<file path="src/design/pcrg_pkg.sv">
// Shared types, widths and register reset values for the pinhole camera ray generator.
package pcrg_pkg;

  localparam int COORD_WIDTH_DEF = 16;

  localparam int LANE_W    = 16;
  localparam int REG_W     = 48;
  localparam int CFG_IDX_W = 3;

  localparam int NORM_W   = 30;
  localparam int NORM_TOP = 29;
  localparam int SQ_W     = 2 * NORM_W;
  localparam int SUM_W    = SQ_W + 2;
  localparam int LEN_W    = SUM_W / 2;
  localparam int FRAC_W   = 14;
  localparam int Q_W      = FRAC_W + 1;
  localparam int REM_W    = NORM_W + FRAC_W + 1;
  localparam int DIR_W    = 16;

  localparam logic [Q_W-1:0] Q_ONE = Q_W'(1) << FRAC_W;

  localparam logic [REG_W-1:0] CENTER_RST   = 48'h0000_0000_0000;
  localparam logic [REG_W-1:0] APERTURE_RST = 48'h1000_1000_1000;
  localparam logic [REG_W-1:0] EYE_RST      = 48'h0000_0000_4000;
  localparam logic [REG_W-1:0] LEFT_RST     = 48'h0000_4000_0000;
  localparam logic [REG_W-1:0] UP_RST       = 48'h4000_0000_0000;

  typedef enum logic [CFG_IDX_W-1:0] {
    REG_CENTER   = 3'd0,
    REG_APERTURE = 3'd1,
    REG_EYE      = 3'd2,
    REG_LEFT     = 3'd3,
    REG_UP       = 3'd4
  } cfg_reg_t;

  typedef struct packed {
    logic [REG_W-1:0] center;
    logic [REG_W-1:0] aperture;
    logic [REG_W-1:0] eye;
    logic [REG_W-1:0] left;
    logic [REG_W-1:0] up;
  } regs_t;

  typedef struct packed {
    logic [2:0][NORM_W-1:0] mag;
    logic [2:0]             neg;
    logic                   degen;
  } norm_item_t;

  typedef struct packed {
    logic [2:0][LANE_W-1:0] origin;
    logic [2:0][DIR_W-1:0]  dir;
    logic                   degen;
  } ray_pl_t;

endpackage

</file>
<file path="src/design/pcrg_cfg_if.sv">
// Configuration write channel: register index and write data per request.
interface pcrg_cfg_if;
  logic                              valid;
  logic                              ready;
  logic [pcrg_pkg::CFG_IDX_W-1:0]    index;
  logic [pcrg_pkg::REG_W-1:0]        data;

  modport source (output valid, index, data, input ready);
  modport sink   (input valid, index, data, output ready);
endinterface

</file>
<file path="src/design/pcrg_regs.sv">
// Configuration register file: centre, aperture and the three basis columns.
module pcrg_regs (
  input  logic              clk,
  input  logic              rst,
  pcrg_cfg_if.sink          cfg,
  output pcrg_pkg::regs_t   regs
);

  assign cfg.ready = 1'b1;

  always_ff @(posedge clk) begin
    if (rst) begin
      regs.center   <= pcrg_pkg::CENTER_RST;
      regs.aperture <= pcrg_pkg::APERTURE_RST;
      regs.eye      <= pcrg_pkg::EYE_RST;
      regs.left     <= pcrg_pkg::LEFT_RST;
      regs.up       <= pcrg_pkg::UP_RST;
    end else if (cfg.valid) begin
      case (pcrg_pkg::cfg_reg_t'(cfg.index))
        pcrg_pkg::REG_CENTER:   regs.center   <= cfg.data;
        pcrg_pkg::REG_APERTURE: regs.aperture <= cfg.data;
        pcrg_pkg::REG_EYE:      regs.eye      <= cfg.data;
        pcrg_pkg::REG_LEFT:     regs.left     <= cfg.data;
        pcrg_pkg::REG_UP:       regs.up       <= cfg.data;
        default: ;
      endcase
    end
  end

endmodule

</file>
<file path="src/flat_wrapper.sv">
// flat-port wrapper written by rule: the top's interface ports become plain ports
module pcrg_regs_flat 
  (clk, rst, regs, cfg_valid, cfg_index, cfg_data, cfg_ready);
  pcrg_cfg_if cfg_i ();
  input  logic clk;
  input  logic rst;
  output pcrg_pkg::regs_t regs;
  input wire logic [$bits(cfg_i.valid)-1:0] cfg_valid;
  input wire logic [$bits(cfg_i.index)-1:0] cfg_index;
  input wire logic [$bits(cfg_i.data)-1:0] cfg_data;
  output wire logic [$bits(cfg_i.ready)-1:0] cfg_ready;
  assign cfg_i.valid = cfg_valid;
  assign cfg_i.index = cfg_index;
  assign cfg_i.data = cfg_data;
  assign cfg_ready = cfg_i.ready;
  pcrg_regs u_core (.clk(clk), .rst(rst), .cfg(cfg_i), .regs(regs));
endmodule
</file>
<file path="config.mk">
export PLATFORM = sky130hd
export DESIGN_NAME = pcrg_regs_flat
export DESIGN_NICKNAME = d
export VERILOG_FILES = /design/src/design/pcrg_pkg.sv /design/src/design/pcrg_cfg_if.sv /design/src/design/pcrg_regs.sv /design/src/flat_wrapper.sv
export SDC_FILE = /design/constraint.sdc
export NUM_CORES = 1
export LEC_CHECK = 0
export CAP_MARGIN = 10
export CORE_UTILIZATION = 57
export CTS_BUF_LIST = sky130_fd_sc_hd__clkbuf_8 sky130_fd_sc_hd__clkbuf_16
export DETAILED_ROUTE_END_ITERATION = 7
export DONT_BUFFER_PORTS = 1
export PLACE_DENSITY = 0.76
export SLEW_MARGIN = 10
export SYNTH_ARGS = -nofsm -noshare
export SYNTH_HDL_FRONTEND = slang
export SYNTH_SLANG_ARGS = --single-unit
</file>
<file path="constraint.sdc">
create_clock -name clk -period 1.1 [get_ports clk]
set_clock_uncertainty 0.15 [all_clocks]
set_input_delay 0.055 -clock clk [delete_from_list [all_inputs] [get_ports clk]]
set_output_delay 0.055 -clock clk [all_outputs]
set_load 0.02 [all_outputs]
</file>
# ---- Yosys cells after proc, flatten, opt, wreduce, memory -nomap -nowiden
# Cells that the tools add are included.
dict set report totals {
  reg_bits 240
  input_bits 54
  elab_cells 15
}
dict set report classes {
  eq_ne 4
  n_reduce_logical 6
}
# operator count
set op_table {}
lappend op_table {{$reduce_and 2->1} 5}
lappend op_table {{$eq 3x2->1 const B} 2}
lappend op_table {{$eq 3x1->1 const B} 1}
lappend op_table {{$eq 3x3->1 const B} 1}
lappend op_table {{$logic_not 3->1} 1}

# ---- Longest topological paths before layout
dict set report depth {
  ltp_word 2
  depth_mapped 5
  depth_no_buf 2
}

# ---- Worst setup path after synthesis
# OpenSTA, ideal clock, no wires.
dict set report synth_timing {
  kind {input-to-reg}
  start {input cfg_index[1]}
  end {register u_core.regs[229] (netlist name)}
  setup_time_ns 0.122
  t_arrival_ns 0.865
  slack_ns -0.037
  stages 3
  path_buffers 1
  cell_sequence {or4b_1 -> buf_4 -> mux2i_1}
}
dict set report synth_via {
  elab_chain_cells 2
}
# element line_no
set synth_rtl {}
lappend synth_rtl {{start, declared} flat_wrapper.sv:9} ;# input wire logic [$bits(cfg_i.index)-1:0] cfg_index;
lappend synth_rtl {{$logic_not 3->1} pcrg_regs.sv:19} ;# case (pcrg_pkg::cfg_reg_t'(cfg.index))
lappend synth_rtl {{$reduce_and 2->1 (no line)} -}
# Every way passes these cells.
# A chain may end at the register's enable or synchronous reset.

# ---- Worst setup path after layout
dict set report layout_timing {
  start {register u_core.regs[229] (netlist name)}
  end {output regs[229] (netlist name)}
}
# element line_no
set layout_rtl {}
lappend layout_rtl {{end, declared} flat_wrapper.sv:7} ;# output pcrg_pkg::regs_t regs;
# No word-level cell between the ends.

==> results.rst <==
.. list-table::
   :header-rows: 1

   * - Metric
     - Value
   * - Run status
     - finished, violations left
   * - Violated checks
     - negative hold slack, negative setup slack
   * - Stage delay of the slowest cell on the critical path
     - 0.38 ns
   * - Timing startpoint of the critical path
     - u_core.regs[229]
   * - Die Outline Area
     - 17000 sq um
   * - Number of CTS-inserted buffers
     - 24
   * - Horizontal die dimension
     - 131 um
   * - Sum of routed wire length over all layers
     - 35300 um
   * - Final worst path period need
     - roughly 1.2 ns
   * - Via-per-instance ratio
     - 5.58
   * - # IOs
     - approximately 300
   * - Worst R2R Path Depth
     - 4
   * - Critical path destination
     - regs[229]
   * - Sequential-to-total area share from yosys stat
     - around half
   * - Launch point of the worst hold path
     - rst
   * - Count of unresolved DRC violations after routing
     - 0
   * - Site row count
     - between 40 and 50
   * - IO Port Bufs
     - 0
   * - Clock tree root buffer cell
     - sky130_fd_sc_hd__clkbuf_16
   * - First-pass GRT wire length
     - 45100 um
   * - Clock tree from TritonCTS
     - built
   * - Initial cell density of the core
     - 58.9%
   * - Pwr per Cell Area
     - 1300 nW/um^2
   * - Via count of the routed design
     - 8248
   * - Clk pin slew, worst setup/hold paths
     - roughly 0.070 ns
   * - Commonest register cell after synthesis
     - sky130_fd_sc_hd__dfxtp_1
   * - Capturing element type of the critical path
     - primary output
   * - Synth Instances
     - 842
   * - Average size of a mapped cell
     - 11.2 sq um
   * - Required time worst endpoint
     - 0.89 ns
   * - Number of nets with antenna violations after routing
     - 0
   * - Library cell occupying the most area in the post-synthesis netlist
     - sky130_fd_sc_hd__dfxtp_1
   * - Clock sink total
     - 240
   * - Number of inserted filler cells in the final layout
     - 489
   * - Regs by FF count
     - u_core.regs (240)
   * - Total count of hold-check failures in the final report
     - 240
   * - Cell area after synthesis
     - 9420 sq um
   * - Number of placed instances, taps included
     - 1254
   * - Die height
     - 131 um
   * - Top cell type's share of synthesized area
     - approximately half
   * - Final GP Congestion
     - between 0.7 and 0.8
   * - Clock latency on the worst-skew pair
     - 0.51 ns
   * - Max stage delay cell, worst path
     - sky130_fd_sc_hd__dfxtp_2
   * - Number of flops mapped to enable cells by yosys
     - 0
   * - IR drop worst, VDD
     - 1320 uV
   * - Initial DRT Pass Iterations
     - 4
   * - Async set-reset flop share out of synthesis
     - 0%
   * - Maximum number of pins on one net before global-route repair
     - 295
   * - Residual overflow from global routing
     - 0
   * - Worst endpoint data arrival time
     - about 1.0 ns
   * - Post-detailed-placement half-perimeter wirelength
     - 16400 um
   * - Portion of the clock cycle consumed by the worst path in the final layout
     - 111%
   * - Area of the core
     - 16000 sq um
   * - Critical path startpoint category
     - flop
   * - Post-synth top cells
     - sky130_fd_sc_hd__nand2b_1, sky130_fd_sc_hd__dfxtp_1, sky130_fd_sc_hd__mux2i_1
   * - Count of synthesis-stage warnings from yosys
     - 0
   * - Non-filler instance count after layout
     - 1477
   * - Largest fanout on the critical path
     - 2
   * - Most frequent cell after synthesis
     - sky130_fd_sc_hd__nand2b_1
   * - Register ranked first by flip-flop count
     - u_core.regs
   * - Worst-path cell chain
     - buf_6
   * - Final Slew Violations
     - 0
   * - Min-Delay Path Class
     - in2reg
   * - Worst reg2reg endpoint
     - u_core.regs[224]
   * - Upper clock frequency limit
     - 816 MHz
   * - First-iteration detailed-routing DRC count
     - roughly 510
   * - Dominant cells by area after synthesis
     - sky130_fd_sc_hd__dfxtp_1, sky130_fd_sc_hd__mux2i_1, sky130_fd_sc_hd__nand2b_1
   * - Average detailed-routed wire length per instance
     - 23.9 um
   * - Max-cap violations
     - 0
   * - Initial antenna violation count
     - 0
   * - Fraction of final layout cells sized beyond drive strength 1
     - a little under three fifths
   * - Layout Area Growth over Synthesis
     - 57.9%
   * - Final-stage net count
     - between 1000 and 1500
   * - Reg-to-reg slack, setup
     - -0.05 ns
   * - Synth cell types
     - 14
   * - RSZ-0062 raised after global routing
     - true
   * - Number of setup violations in the final report
     - 241
   * - Worst-case setup margin in the final layout
     - -0.126 ns
   * - Register bit count reported by yosys
     - between 200 and 250
   * - Setup total negative slack
     - -18.67 ns
   * - Classification of the worst setup path
     - reg2out
   * - H-Tree Level Count
     - 1
   * - Leak
     - around 0.0074 uW
   * - Total Power Consumption
     - 19300 uW
   * - Worst r2r src
     - u_core.regs[224]
   * - Via count of the first global-routing pass
     - 8247
   * - Final Hold Slack
     - -0.401 ns
   * - Crit. path cell count
     - 1
   * - Worst slack, placed
     - -0.0823 ns
   * - Nets in the synthesized netlist
     - approximately 900
   * - Buffering stage count on the worst path with inverters included
     - 1
   * - Clock Tree Buf Depth
     - 3
   * - Max reg flops
     - 240
   * - Tot GR Track Use
     - between 30% and 40%
   * - Worst path top cell family by delay
     - flip-flops
==> metrics by stage <==
step | instance area [sq um] | hold WS [ns] | util [%]
CTS | 14200 | -0.428 | 88.6
finish | 14900 | -0.401 | 92.9
global placement | 11500 | 0.0704 | 71.8
detailed placement | 11500 | 0.0878 | 71.8
global route | 14900 | -0.399 | 92.9
floorplan | 9440 | 0.0662 | -
==> power by group <==
group          switching [uW]  leakage [uW]  internal [uW]
combinational             842       0.00495            932
sequential                165       0.00205           8920
clock                    3570      0.000419           4920
==> layout make-up <==
type / instances / area (sq um) / share of cell area (%)
Multi-Input combinational cell: 543 / 4370 / 29.4
Sequential cell: 240 / 5100 / 34.3
Timing Repair Buffer: 434 / 4320 / 29.0
Clock inverter: 13 / 111 / 0.749
Tap cell: 216 / 270 / 1.82
Antenna cell: 1 / 2.50 / 0.0168
Clock buffer: 30 / 694 / 4.67
==> worst min path at each step <==
stage | cells after the start | to | slack, ns
finish | 2 | u_core.regs[89] | -0.40
global route | 2 | u_core.regs[41] | -0.40
CTS | 2 | u_core.regs[184] | -0.43
detailed placement | 2 | u_core.regs[172] | 0.09
global placement | 2 | u_core.regs[78] | 0.07
floorplan | 2 | u_core.regs[78] | 0.07
==> placed cells by master, fill, tap and decap left out, types with 2 or more instances in the layout <==
cell / count
sky130_fd_sc_hd__and4bb_2: 2
sky130_fd_sc_hd__buf_12: 11
sky130_fd_sc_hd__buf_4: 174
sky130_fd_sc_hd__buf_6: 240
sky130_fd_sc_hd__bufinv_16: 2
sky130_fd_sc_hd__clkbuf_16: 25
sky130_fd_sc_hd__clkbuf_8: 5
sky130_fd_sc_hd__clkinv_2: 5
sky130_fd_sc_hd__dfxtp_2: 240
sky130_fd_sc_hd__dlygate4sd3_1: 9
sky130_fd_sc_hd__inv_1: 5
sky130_fd_sc_hd__mux2i_1: 240
sky130_fd_sc_hd__nand2b_1: 282
sky130_fd_sc_hd__nand4bb_4: 3
sky130_fd_sc_hd__nor2_1: 12
==> metal layers <==
| metal | vias up | GRT usage (%) | share of wire, % |
|---|---|---|---|
| met5 | - | 0 | 0 |
| met4 | 0 | 18.7 | 6.7 |
| met3 | 173 | 9.69 | 7.9 |
| met2 | 467 | 63.4 | 51 |
| met1 | 4029 | 36.0 | 35 |
| li1 | 3579 | - | - |
==> cells by family after synthesis <==
logic type    synth area share [%]
flops                         51.0
mux                           25.5
other cells                 0.0398
simple gates                  20.2
buf+inv                       3.25
==> what timing repair did <==
action	4_1_cts	5_1_grt
resized for setup	480	0
buffers inserted	81	89
endpoints found under the hold margin	240	240
setup endpoints to repair	240	240
hold buffers	6	3
Note: power is estimated with default switching activity, not from simulation.
